`src/design/chd_pkg.sv`:
```
// Shared types and constants for the chunked body decoder.
// No dependencies; imported by every module of the block.
`timescale 1ns / 1ps
`default_nettype none

package chd_pkg;

	localparam logic [1:0] KIND_PAYLOAD = 2'd0;
	localparam logic [1:0] KIND_END     = 2'd1;
	localparam logic [1:0] KIND_ERROR   = 2'd2;

	localparam logic [7:0] CHAR_CR = 8'h0D;
	localparam logic [7:0] CHAR_LF = 8'h0A;

	localparam logic [1:0] TRAILER_LEN = 2'd2;

	typedef struct packed {
		logic [1:0] kind;
		logic [7:0] payload_byte;
		logic       chunk_last;
	} chd_result_t;

	typedef struct packed {
		logic       is_hex;
		logic [3:0] value;
	} hex_digit_t;

	function automatic hex_digit_t hex_decode(input logic [7:0] c);
		hex_digit_t h;
		h.is_hex = 1'b1;
		h.value  = 4'd0;
		if (c >= 8'h30 && c <= 8'h39) begin
			h.value = c[3:0];
		end else if ((c >= 8'h61 && c <= 8'h66) || (c >= 8'h41 && c <= 8'h46)) begin
			h.value = c[3:0] + 4'd9;
		end else begin
			h.is_hex = 1'b0;
		end
		return h;
	endfunction

endpackage

`default_nettype wire

```
`src/design/chd_parser.sv`:
```
// Parser core: phase, size and count registers plus the per-byte step logic.
// Depends on chd_pkg.
`timescale 1ns / 1ps
`default_nettype none

module chd_parser #(
	parameter int SIZE_DIGITS = 8
) (
	input  wire                  clk,
	input  wire                  arst_n,
	input  wire                  fire,
	input  wire [7:0]            body_byte,
	input  wire                  body_start,
	output logic                 res_valid,
	output chd_pkg::chd_result_t res
);
	import chd_pkg::*;

	localparam int DC_W = $clog2(SIZE_DIGITS + 2);

	localparam logic [2:0] PH_SIZE = 3'd0;
	localparam logic [2:0] PH_DATA = 3'd1;
	localparam logic [2:0] PH_SKIP = 3'd2;
	localparam logic [2:0] PH_DONE = 3'd3;
	localparam logic [2:0] PH_HALT = 3'd4;

	logic [2:0]      phase_q, phase_d, phase_c;
	logic [31:0]     acc_q, acc_d, acc_c;
	logic [31:0]     rem_q, rem_d, rem_c;
	logic [DC_W-1:0] dc_q, dc_d, dc_c;
	logic            closed_q, closed_d, closed_c;
	logic            cr_q, cr_d, cr_c;
	logic [1:0]      skip_q, skip_d, skip_c;
	hex_digit_t      hd;
	logic            last;

	always_comb begin
		// a body start clears everything before the byte is parsed
		phase_c  = body_start ? PH_SIZE : phase_q;
		acc_c    = body_start ? 32'd0 : acc_q;
		rem_c    = body_start ? 32'd0 : rem_q;
		dc_c     = body_start ? '0 : dc_q;
		closed_c = body_start ? 1'b0 : closed_q;
		cr_c     = body_start ? 1'b0 : cr_q;
		skip_c   = body_start ? 2'd0 : skip_q;

		phase_d  = phase_c;
		acc_d    = acc_c;
		rem_d    = rem_c;
		dc_d     = dc_c;
		closed_d = closed_c;
		cr_d     = cr_c;
		skip_d   = skip_c;

		hd        = hex_decode(body_byte);
		last      = (rem_c <= 32'd1);
		res_valid = 1'b0;
		res       = '{kind: KIND_PAYLOAD, payload_byte: 8'd0, chunk_last: 1'b0};

		unique case (phase_c)
			PH_SIZE: begin
				if (cr_c && body_byte == CHAR_LF) begin
					acc_d     = 32'd0;
					dc_d      = '0;
					closed_d  = 1'b0;
					cr_d      = 1'b0;
					if (dc_c == '0 || dc_c > DC_W'(SIZE_DIGITS)) begin
						phase_d   = PH_HALT;
						res_valid = 1'b1;
						res.kind  = KIND_ERROR;
					end else if (acc_c == 32'd0) begin
						phase_d   = PH_DONE;
						res_valid = 1'b1;
						res.kind  = KIND_END;
					end else begin
						rem_d   = acc_c;
						phase_d = PH_DATA;
					end
				end else begin
					cr_d = (body_byte == CHAR_CR);
					if (!hd.is_hex) begin
						closed_d = 1'b1;
					end else if (!closed_c) begin
						acc_d = {acc_c[27:0], hd.value};
						if (dc_c <= DC_W'(SIZE_DIGITS)) begin
							dc_d = dc_c + 1'b1;
						end
					end
				end
			end
			PH_DATA: begin
				rem_d = (rem_c != 32'd0) ? rem_c - 32'd1 : 32'd0;
				if (last) begin
					rem_d   = 32'd0;
					phase_d = PH_SKIP;
					skip_d  = TRAILER_LEN;
				end
				res_valid        = 1'b1;
				res.kind         = KIND_PAYLOAD;
				res.payload_byte = body_byte;
				res.chunk_last   = last;
			end
			PH_SKIP: begin
				skip_d = (skip_c != 2'd0) ? skip_c - 2'd1 : 2'd0;
				if (skip_d == 2'd0) begin
					phase_d  = PH_SIZE;
					acc_d    = 32'd0;
					dc_d     = '0;
					closed_d = 1'b0;
					cr_d     = 1'b0;
				end
			end
			default: begin
			end
		endcase
	end

	always_ff @(posedge clk or negedge arst_n) begin
		if (!arst_n) begin
			phase_q  <= PH_SIZE;
			acc_q    <= 32'd0;
			rem_q    <= 32'd0;
			dc_q     <= '0;
			closed_q <= 1'b0;
			cr_q     <= 1'b0;
			skip_q   <= 2'd0;
		end else if (fire) begin
			phase_q  <= phase_d;
			acc_q    <= acc_d;
			rem_q    <= rem_d;
			dc_q     <= dc_d;
			closed_q <= closed_d;
			cr_q     <= cr_d;
			skip_q   <= skip_d;
		end
	end

	a_data_has_bytes: assert property (@(posedge clk) disable iff (!arst_n)
		phase_q == PH_DATA |-> rem_q != 32'd0)
		else $error("payload phase with no bytes left");

	a_skip_has_count: assert property (@(posedge clk) disable iff (!arst_n)
		phase_q == PH_SKIP |-> skip_q != 2'd0)
		else $error("trailer phase with zero skip count");

	a_digit_sat: assert property (@(posedge clk) disable iff (!arst_n)
		dc_q <= DC_W'(SIZE_DIGITS + 1))
		else $error("digit count beyond saturation");

	a_error_halts: assert property (@(posedge clk) disable iff (!arst_n)
		fire && res_valid && res.kind == KIND_ERROR |=> phase_q == PH_HALT)
		else $error("error result without halt");

endmodule

`default_nettype wire

```
`src/design/chd_out_reg.sv`:
```
// Result register with valid/ready toward the receiver.
// Depends on chd_pkg.
`timescale 1ns / 1ps
`default_nettype none

module chd_out_reg (
	input  wire                  clk,
	input  wire                  arst_n,
	input  wire                  load,
	input  chd_pkg::chd_result_t din,
	output logic                 free,
	output logic                 result_valid,
	input  wire                  result_ready,
	output chd_pkg::chd_result_t dout
);
	import chd_pkg::*;

	logic        valid_q;
	chd_result_t data_q;

	assign free         = !valid_q || result_ready;
	assign result_valid = valid_q;
	assign dout         = data_q;

	always_ff @(posedge clk or negedge arst_n) begin
		if (!arst_n) begin
			valid_q <= 1'b0;
		end else if (free) begin
			valid_q <= load;
		end
	end

	always_ff @(posedge clk) begin
		if (free && load) begin
			data_q <= din;
		end
	end

endmodule

`default_nettype wire

```
`src/design/http_chunked_body_decoder_unit.sv`:
```
// HTTP/1.1 chunked transfer decoder: top level with the input stage register.
// Depends on chd_pkg, chd_parser and chd_out_reg.
//
// Usage:
//   Body channel: body_valid/body_ready carry one raw body byte per beat,
//   with body_start set on the first byte of a new body (parser restarts).
//   Result channel: result_valid/result_ready carry kind, payload_byte and
//   chunk_last. A beat yields at most one result: a payload byte (kind 0),
//   the terminal chunk (kind 1) or a size line error (kind 2). Size lines,
//   CR LF and chunk trailers produce nothing.
//   Path: the accepting edge writes the byte to the input stage register,
//   and the result register takes the parser result once it is free.
//   Throughput: one byte per cycle while results are taken, set by the
//   combinational parser step between the two registers.
//   Reset: arst_n clears both stages and the parser to the start of a size
//   line. When the receiver stalls, the result register holds, the input
//   stage fills, and body_ready drops until the result is taken.
`timescale 1ns / 1ps
`default_nettype none

module http_chunked_body_decoder_unit #(
	parameter int SIZE_DIGITS = 8
) (
	input  wire        clk,
	input  wire        arst_n,
	input  wire        body_valid,
	output logic       body_ready,
	input  wire [7:0]  body_byte,
	input  wire        body_start,
	output logic       result_valid,
	input  wire        result_ready,
	output logic [1:0] kind,
	output logic [7:0] payload_byte,
	output logic       chunk_last
);
	import chd_pkg::*;

	logic        valid_s1;
	logic [7:0]  byte_s1;
	logic        start_s1;
	logic        out_free;
	logic        fire;
	logic        res_valid;
	chd_result_t res;
	chd_result_t dout;

	assign fire       = valid_s1 && out_free;
	assign body_ready = !valid_s1 || out_free;

	always_ff @(posedge clk or negedge arst_n) begin
		if (!arst_n) begin
			valid_s1 <= 1'b0;
		end else if (body_ready) begin
			valid_s1 <= body_valid;
		end
	end

	always_ff @(posedge clk) begin
		if (body_ready && body_valid) begin
			byte_s1  <= body_byte;
			start_s1 <= body_start;
		end
	end

	chd_parser #(
		.SIZE_DIGITS(SIZE_DIGITS)
	) u_parser (
		.clk        (clk),
		.arst_n     (arst_n),
		.fire       (fire),
		.body_byte  (byte_s1),
		.body_start (start_s1),
		.res_valid  (res_valid),
		.res        (res)
	);

	chd_out_reg u_out (
		.clk          (clk),
		.arst_n       (arst_n),
		.load         (fire && res_valid),
		.din          (res),
		.free         (out_free),
		.result_valid (result_valid),
		.result_ready (result_ready),
		.dout         (dout)
	);

	assign kind         = dout.kind;
	assign payload_byte = dout.payload_byte;
	assign chunk_last   = dout.chunk_last;

endmodule

`default_nettype wire
```
`config.mk`:
```
export PLATFORM = sky130hd
export DESIGN_NAME = http_chunked_body_decoder_unit
export DESIGN_NICKNAME = d
export VERILOG_FILES = /design/src/design/chd_pkg.sv /design/src/design/chd_parser.sv /design/src/design/chd_out_reg.sv /design/src/design/http_chunked_body_decoder_unit.sv
export SDC_FILE = /design/constraint.sdc
export NUM_CORES = 1
export LEC_CHECK = 0
export BUFFER_PORTS_ARGS = -buffer_cell sky130_fd_sc_hd__buf_2
export CAP_MARGIN = 0
export CORE_ASPECT_RATIO = 0.7
export CORE_MARGIN = 1.5
export CORE_UTILIZATION = 62
export DETAILED_ROUTE_END_ITERATION = 7
export PLACE_DENSITY = 0.8
export SYNTH_ARGS = -nofsm -noshare
export SYNTH_HDL_FRONTEND = slang
export SYNTH_HIERARCHICAL = 1
export SYNTH_SLANG_ARGS = --single-unit
```
`constraint.sdc`:
```
create_clock -name clk -period 3.4 [get_ports clk]
set_input_delay 0.68 -clock clk [delete_from_list [all_inputs] [get_ports clk]]
set_output_delay 0.68 -clock clk [all_outputs]
set_load 0.02 [all_outputs]
```
## After elaboration in Yosys (flattened, before gate mapping)

Cells that the tools add are included.

| operators by class | value |
|---|---|
| eq/ne operators | 4 |
| magnitude comparators | 9 |
| mux-type cells | 50 |
| $add $sub $neg | 4 |
| bitwise operators | 2 |
| reduce and logical (&&, ||, !) cells | 22 |

Operators by type and width:

| cell | count |
|---|---|
| 2-to-1 mux 32 bit | 11 |
| one-hot mux 32 bit (2 select lines) | 2 |
| <= comparator 32 x 1 -> 1 bit (second input constant) | 1 |
| zero test 32 bit | 1 |
| 2-to-1 mux 4 bit | 8 |
| nonzero test 32 bit | 1 |
| subtractor 32 x 1 -> 32 bit (second input constant) | 1 |
| == test 8 x 4 -> 1 bit (second input constant) | 2 |
| greater-or-equal comparator 8 x 7 -> 1 bit (second input constant) | 2 |
| <= comparator 8 x 7 -> 1 bit (second input constant) | 2 |
| 2-to-1 mux 3 bit | 5 |
| 2-to-1 mux 1 bit | 13 |
| 2-to-1 mux 2 bit | 5 |
| one-hot mux 3 bit (3 select lines) | 1 |
| greater-or-equal comparator 8 x 6 -> 1 bit (second input constant) | 1 |
| <= comparator 8 x 6 -> 1 bit (second input constant) | 1 |
| logical AND 1 bit | 8 |
| one-hot mux 4 bit (2 select lines) | 1 |
| one-hot mux 1 bit (2 select lines) | 3 |
| adder 4 x 1 -> 4 bit (second input constant) | 1 |
| adder 4 bit (second input constant) | 1 |
| > comparator 4 bit (second input constant) | 1 |
| <= comparator 4 bit (second input constant) | 1 |
| zero test 4 bit | 1 |
| other kinds (12) | 17 |

| word-level totals | value |
|---|---|
| output and inout bits | 13 |
| logic and storage cells | 106 |
| register bits after elaboration | 97 |
| input bits | 13 |

## Depth between registers and ports, before layout

| depth | value |
|---|---|
| word-level depth | 9 |
| depth in mapped cells | 13 |
| gate-level depth less buffers | 9 |

## Cells and area by module

Netlist, hierarchy kept.

Modules (own cells, without submodules):

| module | sequential area each (um2) | cells an instance | area each (um2) | times used |
|---|---|---|---|---|
| chd_parser | 1876.8 | 518 | 4724.5 | 1 |
| chd_out_reg | 355.3 | 15 | 384.1 | 1 |
| http_chunked_body_decoder_unit | 295.3 | 15 | 336.6 | 1 |

## Worst setup path before layout

OpenSTA, ideal clock, no wires.

| timing | value |
|---|---|
| path type | register to register |
| from | register start_s1 |
| to | register u_parser.rem_q[4] |
| setup slack | 315 ps |
| clock period less this slack | 3085 ps |
| buffers on the path | 3 |
| arrival | 2951 ps |
| required time | 3266 ps |
| setup time | 134 ps |
| cell stages (with the launch flop) | 12 |
| cell sequence | edfxtp_1 clkbuf_1 inv_1 clkbuf_1 buf_1 nand2_1 ha_1 a22o_1 a211oi_1 o21bai_2 a222oi_1 o21ai_1 |

| between the ends | value |
|---|---|
| longest elaborated chain between the ends | 6 |
| elaborated cells on any way between the ends | 21 |
| those cells by class | add/sub (1); order compare (2); eq/ne (1); mux (11); reduce/logical (6) |

RTL lines:

| what | line | RTL |
|---|---|---|
| start, declared | http_chunked_body_decoder_unit.sv:40 | `logic start_s1;` |
| start signal, assigned | http_chunked_body_decoder_unit.sv:61 | `start_s1 <= body_start;` |
| branches (longest 5 deep; another with subtractor 32 x 1 -> 32 bit) | - |  |
| one-hot mux 32 bit (2 select lines) (*) | chd_parser.sv:60 | `unique case (phase_c)` |
| end signal, assigned | chd_parser.sv:130 | `rem_q <= rem_d;` |
| end, declared | chd_parser.sv:29 | `logic [31:0] rem_q, rem_d, rem_c;` |

Mark *: on every way between the ends.
A chain may end at the register's enable or synchronous reset.

## Worst setup path in the final report

| timing | value |
|---|---|
| from | register start_s1 |
| to | register u_parser.rem_q[24] |

The elaborated chain is that of the path after synthesis.

==> impl_metrics.yaml <==
sta:
  worst_slack_ns: 0.4574
  finClkSkew_ns: 0.006160
  worst_pin_slew_ns: 0.9809
  post-route-period-util: 0.8655
  final.min_clock_period_ns: 2.943
  fmax_mhz: 339.8
  tns_ns: 0
  drv_slew: 0
  grt_setup_unrepaired: "no"
  setup_viol: 0
  timing.hold.ws_ns: 0.4839
  report.final.hold_viol_count: 0
  relSlewSlack: 0.3461
grt:
  grt_pass1_vias: 4386
  grt_start_max_net_pins: 78
  grt_overflow: 0
  grt_usage: 0.3396
  grt_pass1_wl_um: 23830
  antenna_found_initial: 0
critical_path:
  crit_chain: "inv_1 -> nand2_1 -> ha_1 -> nand2b_1 -> a22o_1 -> a211oi_1 -> buf_4 -> o21bai_2 -> buf_4 -> a22oi_1 -> o21ai_0"
  worstPathArrival_ns: 3.21
  worstSetupEndpointType: "flip-flop"
  crit_type: "reg -> reg"
  cpMaxStageDelayCell: "o21bai_2"
  crit_buf_inv: 3
  path_delay_family: "compound AO/OA/AOI/OAI gates"
  start_kind: "flip-flop"
  crit_top_cell: "buf_4"
  required_ns: 3.67
  critPathMaxStageDelay_ns: 0.59
  cp_max_fo: 17
clocking:
  clockBufferDepth: 2
  worst_skew_pair.late_latency_ns: 0.36
  cts-root-buf: "clkbuf_16"
  numClockSinks: 97
  clkTransAtPathRegs_ns: 0.07
  hold_buffers: 0
  cts_max_level: 3
  cts_buffers: 9
  cts_tree: "built"
  cts_setup_buffers: 0
finish:
  drive_gt1_frac: 0.1426
  utilization: 0.7041
  final_cell_mix: "dfrtp_1 (77), nand2_1 (60), a22o_1 (37), o21ai_0 (37), nor2_1 (31)"
  syn2layout_area_growth_pct: 9.628
  layout.nets: 592
  antennaDiodeCount: 0
  final_area_um2: 5969
  fillerInstances: 642
  final_common_cell: "dfrtp_1"
power:
  power_frac_seq: 0.496
  pwr-share-clk: 0.400
  p_leak_nw: 2.699
  p_switching_w: 0.0006751
  p_sw_frac: 0.2722
  p_int_w: 0.001805
  irDropWorstVdd_uv: 393.9
  power.density_nw_per_um2: 415.5
  pwr-share-comb: 0.105
synth:
  netlist_area_um2: 5445
  synth_area_per_cell_um2: 9.937
  synth_edf_count: 20
  synthesis.instances: 548
  synth_top_area_cell: "dfrtp_1"
  ys_seq_elements: 97
  syn_nets: 570
  yosysSeqAreaShare: 0.4642
  synth_area_leaders: "dfrtp_1 (35%), edfxtp_1 (11%), a22o_1 (6.0%)"
  yosys.area.top_type_share: 0.3539
  synthFlopType: "dfrtp_1"
  synth_warnings: 6
  ys_types: 73
  ys_async_sr_fraction: 0.7938
min_path:
  holdCritPathClass: "in -> async"
die:
  initial_core_util: 0.6423
  die_y_um: 81.41
  die-area_um2: 9363
  io_pins: 26
  core_area_um2: 8478
  rows: 28
  die_w_um: 115.0
routing:
  firstDrtPassIters: 5
  viasPerCell: 7.003
  ant_nets: 0
  wl_per_cell_um: 21.70
  vias: 4867
  drcViolationCount: 0
  postRouteWirelength_um: 15080
  drt_iter0_drc: 657
run:
  maxCapViolCount: 0
place:
  dp_hpwl_um: 10390
  io_buffers: 25
  dpl_worst_slack_ns: 0.3761
  postPlaceCellArea_um2: 5683
  routabilityCongestion: 0.9034
status:
  status: "complete, no violations"
## worst register-to-register path, cell delays in order (launching register included)
cell	delay, ns
edfxtp_1	0.41
inv_1	0.25
nand2_1	0.16
ha_1	0.24
nand2b_1	0.10
a22o_1	0.33
a211oi_1	0.09
buf_4	0.17
o21bai_2	0.59
buf_4	0.33
a22oi_1	0.11
o21ai_0	0.09
## power by group through the flow
stage | clock network (W) | logic [W] | registers, W
floorplan | 0 | 0.000178 | 0.00124
global placement | 0 | 0.000245 | 0.00125
detailed placement | 0 | 0.000251 | 0.00125
CTS | 0.00100 | 0.000254 | 0.00123
global route | 0.00105 | 0.000284 | 0.00123
finish | 0.000991 | 0.000259 | 0.00123
## logic make-up (layout without fill, tap and decap cells)
| family | count (synthesis) | count (layout) | synth area share |
|---|---|---|---|
| buf+inv | 39 | 66 | 0.03424 |
| mux | 6 | 6 | 0.01126 |
| simple gates | 216 | 216 | 0.2247 |
| xor+xnor | 13 | 13 | 0.02091 |
| flops | 97 | 97 | 0.4642 |
| fa+ha+maj | 9 | 9 | 0.02068 |
| compound gates | 168 | 168 | 0.2240 |
## final cells by class
| class | instances | area (µm²) | area share |
|---|---|---|---|
| Sequential cell | 97 | 2527 | 0.4234 |
| Multi-Input combinational cell | 412 | 2733 | 0.4578 |
| Clock inverter | 6 | 56.30 | 0.009432 |
| Timing Repair Buffer | 39 | 232.7 | 0.03899 |
| Clock buffer | 10 | 229.0 | 0.03836 |
| Tap cell | 120 | 150.1 | 0.02515 |
| Inverter | 11 | 41.29 | 0.006917 |
## metrics by stage
stage / cells / total power, W
CTS: 695 / 0.002483
detailed placement: 679 / 0.001503
global placement: 679 / 0.001495
global route: 695 / 0.002568
finish: 695 / 0.002480
floorplan: 548 / 0.001420
## flip-flops by register name (all words and copies together), names as in the netlist, 2 cells and up
name              flops
u_parser/skip_q       2
u_parser/phase_q      3
u_parser/dc_q         4
u_parser/acc_q       32
u_out/dout           11
byte_s1               8
u_parser/rem_q       32
## cells in the mapped netlist, drive strengths merged, types with 2 or more instances
master	number
nor2	33
and4	3
o211ai	5
a31oi	10
o21ai	39
o221ai	3
nor4b	4
dfrtp	77
and2	11
nand2	61
o31ai	3
a22oi	20
a221o	4
nand4	6
nor4	22
clkbuf	17
o311ai	3
mux2i	5
nor3	13
or4	8
a222oi	2
o21a	3
nand3b	2
a21o	3
a22o	37
a211oi	3
a211o	3
or3	7
ha	9
xnor2	13
a21oi	15
nand2b	5
inv	11
a32o	3
nor2b	5
buf	11
o21bai	4
nand3	21
nand4b	3
and3	9
edfxtp	20
## per-layer routing
metal | share of wire | track usage | wire [µm]
met3 | 0.12 | 0.1188 | 1848
met2 | 0.41 | 0.4494 | 6189
met5 | 0 | 0 | 0
met4 | 0.015 | 0.08272 | 225
met1 | 0.45 | 0.5248 | 6816
## path summary, 6_finish.rpt
path | start | end | slack (ns) | cells after the start
max | start_s1 | u_parser/rem_q[24] | 0.46 | 11
min reg2reg | u_parser/cr_q | u_parser/cr_q | 0.49 | 2
max in group asynchronous | arst_n | u_parser/closed_q | 2.29 | 1
min | arst_n | u_parser/rem_q[27] | 0.48 | 1
max reg2reg | start_s1 | u_parser/rem_q[24] | 0.46 | 11
min in group clk | u_parser/cr_q | u_parser/cr_q | 0.49 | 2
## repair_timing
action | in CTS | in global routing
hold endpoints to repair | 0 | 0
setup endpoints to repair | 0 | 2
gates resized for setup | 0 | 1
Power figures use the tool's default switching activity.
